`src/design/assert_macros.svh`:
```
// assertion macros used by the downsampler top
// no dependencies
`ifndef ASSERT_MACROS_SVH
`define ASSERT_MACROS_SVH

// property checked on every clock edge outside reset
`define RGBDS_ASSERT(lbl, ck, rn, prop) \
    lbl: assert property (@(posedge ck) disable iff (!rn) prop) \
        else $error("rgbds assertion failed");

// condition that must never be seen outside reset
`define RGBDS_NEVER(lbl, ck, rn, cond) \
    lbl: assert property (@(posedge ck) disable iff (!rn) !(cond)) \
        else $error("rgbds forbidden condition seen");

`endif

```
`src/design/rgbds_pkg.sv`:
```
// shared constants and types for the rgb565 box downsampler
// no dependencies
package rgbds_pkg;

    localparam int unsigned IN_SIZE_DEF = 64;
    localparam int unsigned BLOCK_DEF   = 4;

    localparam int unsigned PIX_W     = 16;
    localparam int unsigned RED_W     = 5;
    localparam int unsigned GREEN_W   = 6;
    localparam int unsigned BLUE_W    = 5;
    localparam int unsigned RED_LSB   = 11;
    localparam int unsigned GREEN_LSB = 5;
    localparam int unsigned BLUE_LSB  = 0;
    localparam int unsigned RED_MAX   = 31;
    localparam int unsigned GREEN_MAX = 63;

    // where a pixel sits relative to its output block
    typedef struct packed {
        logic in_blk;
        logic first_col;
        logic last_col;
        logic first_row;
        logic last_row;
        logic last_blk;
    } pos_info_t;

endpackage

```
`src/design/rgb565_box_downsampler_top.sv`:
```
// rgb565 box downsampler top: input register, accumulate stage, average stage
// depends on rgbds_pkg, rgbds_pos, rgbds_acc, rgbds_avg, assert_macros.svh
// one pixel word accepted per cycle unless the output is held; an averaged
// word leaves via the accumulate and average stages; one sum word per column
// rst_n clears position counters and stage valids; no memory clearing pass
`include "assert_macros.svh"

module rgb565_box_downsampler_top #(
    parameter int unsigned IN_SIZE = rgbds_pkg::IN_SIZE_DEF,
    parameter int unsigned BLOCK   = rgbds_pkg::BLOCK_DEF
) (
    input  logic                          clk,
    input  logic                          rst_n,
    input  logic                          in_valid,
    output logic                          in_ready,
    input  logic [rgbds_pkg::PIX_W-1:0]   in_pixel,
    output logic                          out_valid,
    input  logic                          out_ready,
    output logic [rgbds_pkg::PIX_W-1:0]   out_pixel,
    output logic                          frame_last
);

    localparam int unsigned OUT_SIZE = IN_SIZE / BLOCK;
    localparam int unsigned AREA     = BLOCK * BLOCK;
    localparam int unsigned OW       = $clog2(OUT_SIZE + 1);
    localparam int unsigned RS_W     = $clog2(rgbds_pkg::RED_MAX * AREA + 1);
    localparam int unsigned GS_W     = $clog2(rgbds_pkg::GREEN_MAX * AREA + 1);

    rgbds_pkg::pos_info_t          pos_info;
    logic [OW-1:0]                 pos_ocol;
    logic                          in_fire;
    logic                          s0_valid_reg;
    logic [rgbds_pkg::PIX_W-1:0]   s0_pixel_reg;
    rgbds_pkg::pos_info_t          s0_info_reg;
    logic [OW-1:0]                 s0_ocol_reg;
    logic                          s0_fire;
    logic                          s1_adv;
    logic                          out_adv;
    logic                          sum_valid;
    logic [RS_W-1:0]               red_sum, blue_sum;
    logic [GS_W-1:0]               green_sum;
    logic                          sum_last;

    // a held output word stalls an earlier stage only while the stages after it are full
    assign out_adv  = !out_valid || out_ready;
    assign s1_adv   = !sum_valid || out_adv;
    assign in_ready = !s0_valid_reg || s1_adv;
    assign in_fire  = in_valid && in_ready;
    assign s0_fire  = s0_valid_reg && s1_adv;

    rgbds_pos #(
        .IN_SIZE (IN_SIZE),
        .BLOCK   (BLOCK)
    ) u_pos (
        .clk   (clk),
        .rst_n (rst_n),
        .step  (in_fire),
        .info  (pos_info),
        .ocol  (pos_ocol)
    );

    always_ff @(posedge clk or negedge rst_n)
    begin
        if (!rst_n)
        begin
            s0_valid_reg <= 1'b0;
        end
        else if (in_ready)
        begin
            s0_valid_reg <= in_valid;
        end
    end

    always_ff @(posedge clk)
    begin
        if (in_fire)
        begin
            s0_pixel_reg <= in_pixel;
            s0_info_reg  <= pos_info;
            s0_ocol_reg  <= pos_ocol;
        end
    end

    rgbds_acc #(
        .IN_SIZE (IN_SIZE),
        .BLOCK   (BLOCK)
    ) u_acc (
        .clk       (clk),
        .rst_n     (rst_n),
        .fire      (s0_fire),
        .adv       (s1_adv),
        .pixel     (s0_pixel_reg),
        .info      (s0_info_reg),
        .ocol      (s0_ocol_reg),
        .sum_valid (sum_valid),
        .red_sum   (red_sum),
        .green_sum (green_sum),
        .blue_sum  (blue_sum),
        .sum_last  (sum_last)
    );

    rgbds_avg #(
        .BLOCK (BLOCK)
    ) u_avg (
        .clk        (clk),
        .rst_n      (rst_n),
        .adv        (out_adv),
        .sum_valid  (sum_valid),
        .red_sum    (red_sum),
        .green_sum  (green_sum),
        .blue_sum   (blue_sum),
        .sum_last   (sum_last),
        .out_valid  (out_valid),
        .out_pixel  (out_pixel),
        .frame_last (frame_last)
    );

    // a block's bottom-right pixel always produces block totals next cycle
    `RGBDS_ASSERT(a_emit_follows, clk, rst_n,
        s0_fire && s0_info_reg.in_blk && s0_info_reg.last_col && s0_info_reg.last_row
        |=> sum_valid)

    // a stalled input register keeps its word
    `RGBDS_ASSERT(a_s0_hold, clk, rst_n,
        s0_valid_reg && !s1_adv |=> s0_valid_reg && $stable(s0_pixel_reg))

    // with the output register empty, the input side is never blocked
    `RGBDS_NEVER(a_no_false_stall, clk, rst_n, !out_valid && !in_ready)

endmodule

```
`src/design/rgbds_ram.sv`:
```
// generic single write port, single read port ram with registered read
// no dependencies
module rgbds_ram #(
    parameter int unsigned WIDTH = 8,
    parameter int unsigned DEPTH = 16,
    localparam int unsigned AW = (DEPTH > 1) ? $clog2(DEPTH) : 1
) (
    input  logic             clk,
    input  logic             wr_en,
    input  logic [AW-1:0]    wr_addr,
    input  logic [WIDTH-1:0] wr_data,
    input  logic             rd_en,
    input  logic [AW-1:0]    rd_addr,
    output logic [WIDTH-1:0] rd_data
);

    logic [WIDTH-1:0] mem [DEPTH];
    logic [WIDTH-1:0] rd_data_reg;

    always_ff @(posedge clk)
    begin
        if (wr_en)
        begin
            mem[wr_addr] <= wr_data;
        end
        if (rd_en)
        begin
            rd_data_reg <= mem[rd_addr];
        end
    end

    assign rd_data = rd_data_reg;

endmodule

```
`src/design/rgbds_pos.sv`:
```
// frame position tracker: input column/row and output block coordinates
// depends on rgbds_pkg
module rgbds_pos #(
    parameter int unsigned IN_SIZE = rgbds_pkg::IN_SIZE_DEF,
    parameter int unsigned BLOCK   = rgbds_pkg::BLOCK_DEF,
    localparam int unsigned OUT_SIZE = IN_SIZE / BLOCK,
    localparam int unsigned OW       = $clog2(OUT_SIZE + 1)
) (
    input  logic                  clk,
    input  logic                  rst_n,
    input  logic                  step,
    output rgbds_pkg::pos_info_t  info,
    output logic [OW-1:0]         ocol
);

    localparam int unsigned CW = $clog2(IN_SIZE);
    localparam int unsigned SW = $clog2(BLOCK);

    logic [CW-1:0] col_reg, col_next;
    logic [CW-1:0] row_reg, row_next;
    logic [SW-1:0] csub_reg, csub_next;
    logic [SW-1:0] rsub_reg, rsub_next;
    logic [OW-1:0] ocol_reg, ocol_next;
    logic [OW-1:0] orow_reg, orow_next;

    always_comb
    begin
        col_next  = col_reg;
        row_next  = row_reg;
        csub_next = csub_reg;
        rsub_next = rsub_reg;
        ocol_next = ocol_reg;
        orow_next = orow_reg;
        if (step)
        begin
            if (col_reg == CW'(IN_SIZE - 1))
            begin
                col_next  = '0;
                csub_next = '0;
                ocol_next = '0;
                if (row_reg == CW'(IN_SIZE - 1))
                begin
                    row_next  = '0;
                    rsub_next = '0;
                    orow_next = '0;
                end
                else
                begin
                    row_next = row_reg + 1'b1;
                    if (rsub_reg == SW'(BLOCK - 1))
                    begin
                        rsub_next = '0;
                        orow_next = orow_reg + 1'b1;
                    end
                    else
                    begin
                        rsub_next = rsub_reg + 1'b1;
                    end
                end
            end
            else
            begin
                col_next = col_reg + 1'b1;
                if (csub_reg == SW'(BLOCK - 1))
                begin
                    csub_next = '0;
                    ocol_next = ocol_reg + 1'b1;
                end
                else
                begin
                    csub_next = csub_reg + 1'b1;
                end
            end
        end
    end

    always_ff @(posedge clk or negedge rst_n)
    begin
        if (!rst_n)
        begin
            col_reg  <= '0;
            row_reg  <= '0;
            csub_reg <= '0;
            rsub_reg <= '0;
            ocol_reg <= '0;
            orow_reg <= '0;
        end
        else
        begin
            col_reg  <= col_next;
            row_reg  <= row_next;
            csub_reg <= csub_next;
            rsub_reg <= rsub_next;
            ocol_reg <= ocol_next;
            orow_reg <= orow_next;
        end
    end

    // trailing partial columns and rows fall outside every block
    always_comb
    begin
        info.in_blk    = (ocol_reg < OW'(OUT_SIZE)) && (orow_reg < OW'(OUT_SIZE));
        info.first_col = (csub_reg == '0);
        info.last_col  = (csub_reg == SW'(BLOCK - 1));
        info.first_row = (rsub_reg == '0);
        info.last_row  = (rsub_reg == SW'(BLOCK - 1));
        info.last_blk  = (ocol_reg == OW'(OUT_SIZE - 1)) && (orow_reg == OW'(OUT_SIZE - 1));
    end

    assign ocol = ocol_reg;

endmodule

```
`src/design/rgbds_acc.sv`:
```
// block accumulator: row partial sums, per-column sum memory, block totals
// depends on rgbds_pkg and rgbds_ram
module rgbds_acc #(
    parameter int unsigned IN_SIZE = rgbds_pkg::IN_SIZE_DEF,
    parameter int unsigned BLOCK   = rgbds_pkg::BLOCK_DEF,
    localparam int unsigned OUT_SIZE = IN_SIZE / BLOCK,
    localparam int unsigned AREA     = BLOCK * BLOCK,
    localparam int unsigned OW       = $clog2(OUT_SIZE + 1),
    localparam int unsigned RS_W     = $clog2(rgbds_pkg::RED_MAX * AREA + 1),
    localparam int unsigned GS_W     = $clog2(rgbds_pkg::GREEN_MAX * AREA + 1)
) (
    input  logic                          clk,
    input  logic                          rst_n,
    input  logic                          fire,
    input  logic                          adv,
    input  logic [rgbds_pkg::PIX_W-1:0]   pixel,
    input  rgbds_pkg::pos_info_t          info,
    input  logic [OW-1:0]                 ocol,
    output logic                          sum_valid,
    output logic [RS_W-1:0]               red_sum,
    output logic [GS_W-1:0]               green_sum,
    output logic [RS_W-1:0]               blue_sum,
    output logic                          sum_last
);

    localparam int unsigned AW   = (OUT_SIZE > 1) ? $clog2(OUT_SIZE) : 1;
    localparam int unsigned WORD = RS_W + GS_W + RS_W;

    logic [RS_W-1:0] pix_r, pix_b;
    logic [GS_W-1:0] pix_g;
    logic [RS_W-1:0] acc_r_reg, acc_b_reg;
    logic [GS_W-1:0] acc_g_reg;
    logic [RS_W-1:0] base_r, base_b, tot_r, tot_b;
    logic [GS_W-1:0] base_g, tot_g;
    logic [WORD-1:0] rd_data;
    logic            wr_en, rd_en, emit;
    logic            sum_valid_reg;
    logic [RS_W-1:0] red_sum_reg, blue_sum_reg;
    logic [GS_W-1:0] green_sum_reg;
    logic            sum_last_reg;

    assign pix_r = RS_W'(pixel[rgbds_pkg::RED_LSB +: rgbds_pkg::RED_W]);
    assign pix_g = GS_W'(pixel[rgbds_pkg::GREEN_LSB +: rgbds_pkg::GREEN_W]);
    assign pix_b = RS_W'(pixel[rgbds_pkg::BLUE_LSB +: rgbds_pkg::BLUE_W]);

    // the first row of a block starts from zero, so stale memory is never seen
    assign rd_en = fire && info.in_blk && info.first_col && !info.first_row;
    assign wr_en = fire && info.in_blk && info.last_col && !info.last_row;
    assign emit  = fire && info.in_blk && info.last_col && info.last_row;

    rgbds_ram #(
        .WIDTH (WORD),
        .DEPTH (OUT_SIZE)
    ) u_sum_ram (
        .clk     (clk),
        .wr_en   (wr_en),
        .wr_addr (ocol[AW-1:0]),
        .wr_data ({tot_r, tot_g, tot_b}),
        .rd_en   (rd_en),
        .rd_addr (ocol[AW-1:0]),
        .rd_data (rd_data)
    );

    always_comb
    begin
        if (info.first_row)
        begin
            base_r = '0;
            base_g = '0;
            base_b = '0;
        end
        else
        begin
            base_r = rd_data[GS_W + RS_W +: RS_W];
            base_g = rd_data[RS_W +: GS_W];
            base_b = rd_data[0 +: RS_W];
        end
        tot_r = base_r + acc_r_reg + pix_r;
        tot_g = base_g + acc_g_reg + pix_g;
        tot_b = base_b + acc_b_reg + pix_b;
    end

    // horizontal partial sum within the current block row
    always_ff @(posedge clk)
    begin
        if (fire && info.in_blk)
        begin
            if (info.first_col)
            begin
                acc_r_reg <= pix_r;
                acc_g_reg <= pix_g;
                acc_b_reg <= pix_b;
            end
            else
            begin
                acc_r_reg <= acc_r_reg + pix_r;
                acc_g_reg <= acc_g_reg + pix_g;
                acc_b_reg <= acc_b_reg + pix_b;
            end
        end
    end

    always_ff @(posedge clk or negedge rst_n)
    begin
        if (!rst_n)
        begin
            sum_valid_reg <= 1'b0;
        end
        else if (adv)
        begin
            sum_valid_reg <= emit;
        end
    end

    always_ff @(posedge clk)
    begin
        if (adv && emit)
        begin
            red_sum_reg   <= tot_r;
            green_sum_reg <= tot_g;
            blue_sum_reg  <= tot_b;
            sum_last_reg  <= info.last_blk;
        end
    end

    assign sum_valid = sum_valid_reg;
    assign red_sum   = red_sum_reg;
    assign green_sum = green_sum_reg;
    assign blue_sum  = blue_sum_reg;
    assign sum_last  = sum_last_reg;

endmodule

```
`src/design/rgbds_avg.sv`:
```
// block average: divide sums by block area via reciprocal multiply, pack rgb565
// depends on rgbds_pkg
module rgbds_avg #(
    parameter int unsigned BLOCK = rgbds_pkg::BLOCK_DEF,
    localparam int unsigned AREA = BLOCK * BLOCK,
    localparam int unsigned RS_W = $clog2(rgbds_pkg::RED_MAX * AREA + 1),
    localparam int unsigned GS_W = $clog2(rgbds_pkg::GREEN_MAX * AREA + 1)
) (
    input  logic                          clk,
    input  logic                          rst_n,
    input  logic                          adv,
    input  logic                          sum_valid,
    input  logic [RS_W-1:0]               red_sum,
    input  logic [GS_W-1:0]               green_sum,
    input  logic [RS_W-1:0]               blue_sum,
    input  logic                          sum_last,
    output logic                          out_valid,
    output logic [rgbds_pkg::PIX_W-1:0]   out_pixel,
    output logic                          frame_last
);

    // exact floor division for every sum below 2**GS_W
    localparam int unsigned K    = GS_W + $clog2(AREA);
    localparam int unsigned RW   = K + 1;
    localparam int unsigned PW   = GS_W + RW;
    localparam logic [RW-1:0] RECIP =
        RW'(((64'd1 << K) + 64'(AREA) - 64'd1) / 64'(AREA));

    logic [PW-1:0] prod_r, prod_g, prod_b;
    logic [rgbds_pkg::RED_W-1:0]   q_r;
    logic [rgbds_pkg::GREEN_W-1:0] q_g;
    logic [rgbds_pkg::BLUE_W-1:0]  q_b;
    logic                          out_valid_reg;
    logic [rgbds_pkg::PIX_W-1:0]   out_pixel_reg;
    logic                          frame_last_reg;

    assign prod_r = PW'(red_sum) * PW'(RECIP);
    assign prod_g = PW'(green_sum) * PW'(RECIP);
    assign prod_b = PW'(blue_sum) * PW'(RECIP);

    assign q_r = prod_r[K +: rgbds_pkg::RED_W];
    assign q_g = prod_g[K +: rgbds_pkg::GREEN_W];
    assign q_b = prod_b[K +: rgbds_pkg::BLUE_W];

    always_ff @(posedge clk or negedge rst_n)
    begin
        if (!rst_n)
        begin
            out_valid_reg <= 1'b0;
        end
        else if (adv)
        begin
            out_valid_reg <= sum_valid;
        end
    end

    always_ff @(posedge clk)
    begin
        if (adv && sum_valid)
        begin
            out_pixel_reg  <= {q_r, q_g, q_b};
            frame_last_reg <= sum_last;
        end
    end

    assign out_valid  = out_valid_reg;
    assign out_pixel  = out_pixel_reg;
    assign frame_last = frame_last_reg;

endmodule

```
`config.mk`:
```
export PLATFORM = sky130hd
export DESIGN_NAME = rgb565_box_downsampler_top
export DESIGN_NICKNAME = d
export VERILOG_FILES = /design/src/design/rgbds_pkg.sv /design/src/design/rgb565_box_downsampler_top.sv /design/src/design/rgbds_ram.sv /design/src/design/rgbds_pos.sv /design/src/design/rgbds_acc.sv /design/src/design/rgbds_avg.sv
export VERILOG_INCLUDE_DIRS = /design/src /design/src/design
export SDC_FILE = /design/constraint.sdc
export NUM_CORES = 1
export LEC_CHECK = 0
export ABC_AREA = 1
export BUFFER_PORTS_ARGS = -buffer_cell sky130_fd_sc_hd__buf_2
export CAP_MARGIN = 15
export CORE_MARGIN = 2
export CORE_UTILIZATION = 35
export DETAILED_ROUTE_END_ITERATION = 10
export SYNTH_ARGS = -nofsm -noshare
export SYNTH_HDL_FRONTEND = slang
export SYNTH_HIERARCHICAL = 1
export SYNTH_SLANG_ARGS = --single-unit
```
`constraint.sdc`:
```
create_clock -name clk -period 4 [get_ports clk]
set_input_delay 0.6 -clock clk [delete_from_list [all_inputs] [get_ports clk]]
set_output_delay 0.6 -clock clk [all_outputs]
set_load 0.02 [all_outputs]
```
==> metrics.yaml, run 1 <==
outcome:
  status: "finished, final reports clean"
floorplanning:
  die-area_mm2: 0.0798
  row_count: 102
  start_util_pct: 35.2
  die_x_um: 283
  ioPinCount: 39
  die_y_um: 283
  core_region_area_mm2: 0.0771
cells_and_area:
  largest_reg_flops: 448
  fill_cells: 7407
  area_delta_synth_final_pct: 14.0
  nets: 2753
  drive_gt1_share_pct: 9.54
synthesis:
  avgSynthCellArea_um2: 10.5
  syn_area_mm2: 0.0272
  synth_warnings: 6
  synth_fp_nets: 2681
  netlist_instances: 2582
drt:
  ant_nets: 0
  wire_per_inst_um: 18.3
  drc: 0
  vias: 17600
  firstDrtPassIters: 5
  vias_per_cell: 4.69
  drtIter0Drc: 1464
  drt_wl_total_um: 68400
cts:
  path_clk_slew_ps: 60
  hold_buffers: 0
  cts_root_buf: "clkbuf_16"
  cts.sinks: 593
  post_cts_buffers: 0
  cts_max_level: 2
  tritoncts: "yes"
  cts-resized-gates: 0
  clock_latency_ps: 630
  numCtsBuffers: 60
  cts_buffer_depth: 3
job:
  maxCapViolations: 0
timing:
  slew_violations: 0
  max_freq_ghz: 0.316
  clock_skew_ps: 28.9
  min_period_over_period_pct: 79.1
  tightest_slew_ps: 1090
  tns_ps: 0
  fin_hold_ws_ps: 6.13
  hold_viol_final: 0
  min_period_ps: 3160
  rsz0062_at_grt: "no"
  slew_headroom_pct: 26.9
  finalSetupViolCount: 0
pwr:
  finalPower_mw: 20.8
  powerDensity_mw_per_mm2: 672
  peakVddDrop_uv: 420
  leakage_nw: 13.2
worst_setup_path:
  path_common_cell: "nand2_1"
  r2r-start: "u_avg/out_valid"
  critPathMaxFanout: 14
  critical_path_class: "flop to flop"
  crit_start: "u_avg/out_valid"
  r2r_end: "u_acc/u_sum_ram/mem[8][15]"
  max_stage_delay_ps: 640
  worstPathRequired_ps: 4320
  r2r_cells: 10
  path_cells: "nand3_1 > nand2_1 > inv_1 > nand2_1 > inv_1 > nand2_1 > nor2_1 > nand3b_1 > nor2_4 > buf_12"
  reg2reg_setup_slack_ps: 840
  end_kind: "flop"
  crit_slowest_cell: "nor2_4"
  cp-start-kind: "flop"
  crit_arrival_ps: 3480
min_path:
  hp-class: "primary input to async pin"
place:
  dp_hpwl_um: 39100
  place.gp.congestion: 0.830
  portBuffers: 38
grt:
  grt_pass1_vias: 16400
  grt_overflow_total: 0
  antenna_found_initial: 0
  grt_util_all_layers_pct: 17.3
  grt_max_degree: 120
  grt_pass1_wl_um: 103000
-- area by class of cell --
class / instances / area [µm²] / area share, %
repair buffers: 109 / 877 / 2.83
multi-input cells: 1454 / 7400 / 23.9
flip-flops and latches: 593 / 17700 / 57.0
diodes: 1 / 2.50 / 0.00808
clock inverters: 38 / 467 / 1.51
well taps: 1040 / 1300 / 4.20
inverters: 436 / 1650 / 5.32
clock buffers: 74 / 1620 / 5.22
-- cells in the final DEF (no fill, tap or decap), drive strengths merged --
cell / instances
nand4: 11
o21a: 5
edfxtp: 564
nor3: 5
nand3: 387
inv: 435
or2: 2
nand3b: 5
a21o: 4
o22ai: 1
a21oi: 36
dfrtp: 29
nor2: 87
clkbuf: 74
buf: 109
diode: 1
xor2: 19
and2: 1
clkinv: 23
ha: 57
nand2: 773
a21boi: 3
o21ai: 22
fa: 22
xnor2: 14
clkinvlp: 6
bufinv: 10
-- worst max-delay path, delay by kind of cell, from the launching register on --
family | cells | cell delay, ps
buffers and inverters | 3 | 410
flip-flops | 1 | 420
AND/OR/NAND/NOR | 7 | 2010
-- power by group --
group	internal, mW	total [mW]	switching, mW
clock	3.51	5.94	2.43
sequential	8.92	9.21	0.287
combinational	1.60	5.67	4.07
total	14.0	20.8	6.79
-- stage by stage --
stage / instance area [µm²] / utilization (%) / worst slack, ps / cells
4_1_cts: 30900 / 40.1 / 473 / 3736
2_1_floorplan: 27200 / - / 349 / 2582
3_3_place_gp: 28800 / 37.4 / 475 / 3622
3_5_place_dp: 28800 / 37.4 / 496 / 3624
5_1_grt: 31000 / 40.2 / 667 / 3744
6_report: 31000 / 40.2 / 838 / 3745
-- worst max-delay path by stage --
stage / end / slack [ps]
2_1_floorplan: u_acc/u_sum_ram/mem[12][0] / 350
3_3_place_gp: u_acc/red_sum[7] / 480
3_5_place_dp: u_acc/u_sum_ram/mem[6][26] / 500
4_1_cts: u_acc/u_sum_ram/mem[12][26] / 470
5_1_grt: u_acc/u_sum_ram/mem[13][5] / 670
6_report: u_acc/u_sum_ram/mem[8][15] / 840
-- per-layer routing --
layer | track usage (%) | vias up | share of wire, %
met5 | 0 | - | 0
met1 | 24.1 | 8402 | 45
met4 | 4.57 | 0 | 2.3
met3 | 2.70 | 107 | 5.9
li1 | - | 8569 | -
met2 | 28.1 | 485 | 47
No activity file was read; power rests on OpenSTA's default activity.
==> inputs of run 2 (changes only) <==
==> constraint.sdc (replaced) <==
create_clock -name clk -period 2.9 [get_ports clk]
set_input_delay 0.435 -clock clk [delete_from_list [all_inputs] [get_ports clk]]
set_output_delay 0.435 -clock clk [all_outputs]
set_load 0.02 [all_outputs]
==> run 2 against run 1 <==
  * Clock-buffer cell count decreased by 2
  * Combinational power rose by 67%
  * Via count is 2.5% higher
  * Total power up 44%
  * Die area stayed put
  * Sequential share of layout area shrank 1.8 points
  * Critical endpoint is now u_acc/u_sum_ram/mem[15][7]
  * Largest cell class unchanged
==> metrics.yaml, run 2 (synthesis results as in run 1) <==
pwr:
  powerDensity_mw_per_mm2: 936  # +39%
  pwr-share-comb_pct: 31.6  # +4.4 points
  pwr-share-clk_pct: 26.0  # -2.5 points
  peakVddDrop_uv: 475  # +13%
  netSwitchingFraction_pct: 33.1  # +0.49 points
  switching_power_mw: 9.91  # +46%
  p_int_mw: 20.0  # +43%
  seq_power_share_pct: 42.4  # -1.8 points
  leakage_nw: 13.6  # +2.9%
job:
  maxCapViolations: 0  # unchanged
drt:
  wire_per_inst_um: 18.5  # +1.3%
  drt_wl_total_um: 70400  # +2.8%
  drtIter0Drc: 1731  # +18%
  firstDrtPassIters: 5  # unchanged
  vias: 18000  # +2.5%
  vias_per_cell: 4.74  # +1.0%
  ant_nets: 0  # unchanged
  drc: 0  # unchanged
place:
  dp_hpwl_um: 41000  # +5.0%
  post-place-ws_ps: -361  # -857 ps
  place.gp.congestion: 0.859  # +3.4%
  dpl_cell_area_mm2: 0.0294  # +2.1%
  portBuffers: 38  # unchanged
cts:
  path_clk_slew_ps: 60  # about the same
  cts_root_buf: "clkbuf_16"
  tritoncts: "yes"
  cts_max_level: 2  # unchanged
  cts.sinks: 593  # unchanged
  clock_latency_ps: 630  # about the same
  cts_buffer_depth: 3  # unchanged
  numCtsBuffers: 59  # -1.7%
worst_setup_path:
  path_common_cell: "buf_4"
  worstPathRequired_ps: 3280  # -1040 ps
  reg2reg_setup_slack_ps: 30  # -800 ps
  cp-start-kind: "flop"
  r2r-start: "s0_info_reg[2]"
  critical_path_class: "flop to flop"
  cp_num_cells: 11  # +1
  r2r_cells: 11  # +1
  path_cells: "buf_2 > buf_4 > nor2_1 > fa_1 > ha_4 > buf_4 > a21o_1 > nand3_1 > nand3b_1 > xor2_2 > buf_12"
  crit_start: "s0_info_reg[2]"
  critPathMaxFanout: 17  # +3
  end_kind: "flop"
  crit_arrival_ps: 3240  # -240 ps
  max_stage_delay_ps: 460  # -180 ps
  crit_buf_inv: 4  # +1
  cpLargestDelayFamily: "adder cells"
  r2r_end: "u_acc/u_sum_ram/mem[15][7]"
  crit_slowest_cell: "fa_1"
  crit_end: "u_acc/u_sum_ram/mem[15][7]"
floorplanning:
  core_region_area_mm2: 0.0771  # unchanged
  die_y_um: 283  # unchanged
  die-area_mm2: 0.0798  # unchanged
  start_util_pct: 35.2  # unchanged
  ioPinCount: 39  # unchanged
  row_count: 102  # unchanged
  die_x_um: 283  # unchanged
timing:
  min_period_ps: 2870  # -297 ps
  slew_headroom_pct: 42.2  # +15 points
  hold_viol_final: 0  # unchanged
  min_period_over_period_pct: 98.8  # +20 points
  tightest_slew_ps: 865  # -227 ps
  clock_skew_ps: 25.5  # -3.41 ps
  max_freq_ghz: 0.349  # +10%
  finalSetupViolCount: 0  # unchanged
  final.setup.worst_slack_ps: 34.8  # -803 ps
  slew_violations: 0  # unchanged
  rsz0062_at_grt: "yes"
grt:
  grt_util_met3_pct: 2.64  # -0.058 points
  grt_pass1_vias: 16800  # +2.1%
  grt_overflow_total: 0  # unchanged
  use_met1_pct: 25.1  # +1.0 points
  grt_util_all_layers_pct: 17.6  # +0.36 points
  grt_max_degree: 81  # -33%
  grt_pass1_wl_um: 105000  # +1.5%
  grt-busiest-layer: "met2"
  antenna_found_initial: 3  # +3
  grt_use_met2_pct: 27.8  # -0.31 points
outcome:
  status: "finished, final reports clean"
cells_and_area:
  final_cell_mix: "nand2_1, edfxtp_1, inv_1, nand3_1, buf_4"
  nets: 2808  # +2.0%
  final_common_cell: "nand2_1"
  drive_gt1_share_pct: 12.3  # +2.8 points
  largest_reg_flops: 448  # unchanged
  num_antenna_cells: 0  # -1
  postLayoutCellArea_mm2: 0.0320  # +3.3%
  fill_cells: 7368  # -0.53%
  area_delta_synth_final_pct: 17.8
min_path:
  hp-class: "primary input to flop"
==> run 2: cell count changes in the layout (fill, tap and decap cells not counted), sizes merged <==
cell,change
buf,+47
bufinv,-2
clkbuf,-2
clkinv,+6
clkinvlp,-5
diode,-1
dlygate4sd3,+9
inv,+2
==> run 2: worst min path at each step <==
| stage | from | endpoint | slack (ps) | cells past startpoint |
|---|---|---|---|---|
| floorplan | rst_n | s0_valid_reg | 140 | 0 |
| global placement | u_acc/sum_last | u_avg/frame_last | 400 | 0 |
| detailed placement | u_acc/red_sum[6] | u_avg/out_pixel[13] | 400 | 0 |
| CTS | in_pixel[2] | s0_pixel_reg[2] | 4 | 1 |
| global route | in_pixel[2] | s0_pixel_reg[2] | 10 | 1 |
| finish | in_pixel[0] | s0_pixel_reg[0] | 30 | 1 |
==> run 2: repair_timing <==
item | CTS | global route
hold buffers | 9 | 0
cloned | 1 | 2
pin swaps | 3 | 7
endpoints found under the setup margin | 220 | 254
buffers inserted | 7 | 2
gates resized for setup | 23 | 41
endpoints found under the hold margin | 37 | 0
==> run 2: final cells by class <==
type                       instances  area [µm²]  area share (%)
clock buffer                      72        1570            4.90
clock inverter                    39         400            1.25
inverter                         436        1650            5.15
multi-input combinational       1454        7780            24.3
sequential                       593       17700            55.2
tap                             1040        1300            4.07
timing repair buffer             165        1640            5.12
==> run 2: worst register-to-register path: cells and delay by family (launching register included) <==
| family | cells | cell delay (ps) |
|---|---|---|
| buffers and inverters | 4 | 680 |
| AO/OA/AOI/OAI | 1 | 170 |
| XOR/XNOR | 1 | 220 |
| AND/OR/NAND/NOR | 3 | 330 |
| flip-flops | 1 | 450 |
| adder cells (fa/ha/maj) | 2 | 760 |
==> run 2: metrics by stage <==
stage | utilization, % | hold slack [ps] | setup TNS (ps) | std cells | total power, mW
3_3_place_gp | 38.2 | 403 | -33660 | 3667 | 21.0
4_1_cts | 41.2 | 3.79 | -479 | 3795 | 29.5
5_1_grt | 41.5 | 11.1 | -4730 | 3799 | 31.4
2_1_floorplan | - | 139 | -106620 | 2582 | 17.9
6_report | 41.5 | 27.7 | 0 | 3799 | 29.9
3_5_place_dp | 38.2 | 405 | -47330 | 3667 | 21.1
==> run 2: metal layers <==
metal | routed length [µm] | vias to the layer above | part of all wire (%)
met4 | 1820 | 4 | 2.6
met1 | 32000 | 8728 | 45
met2 | 32100 | 482 | 46
met5 | 32 | - | 0.045
li1 | - | 8672 | -
met3 | 4380 | 112 | 6.2
==> run 2: power by group through the flow <==
stage / Combinational (mW) / Sequential [mW] / Clock [mW]
2_1_floorplan: 5.14 / 12.8 / 0
3_3_place_gp: 8.04 / 12.9 / 0
3_5_place_dp: 8.13 / 12.9 / 0
4_1_cts: 8.80 / 12.7 / 7.95
5_1_grt: 10.4 / 12.8 / 8.26
6_report: 9.46 / 12.7 / 7.78
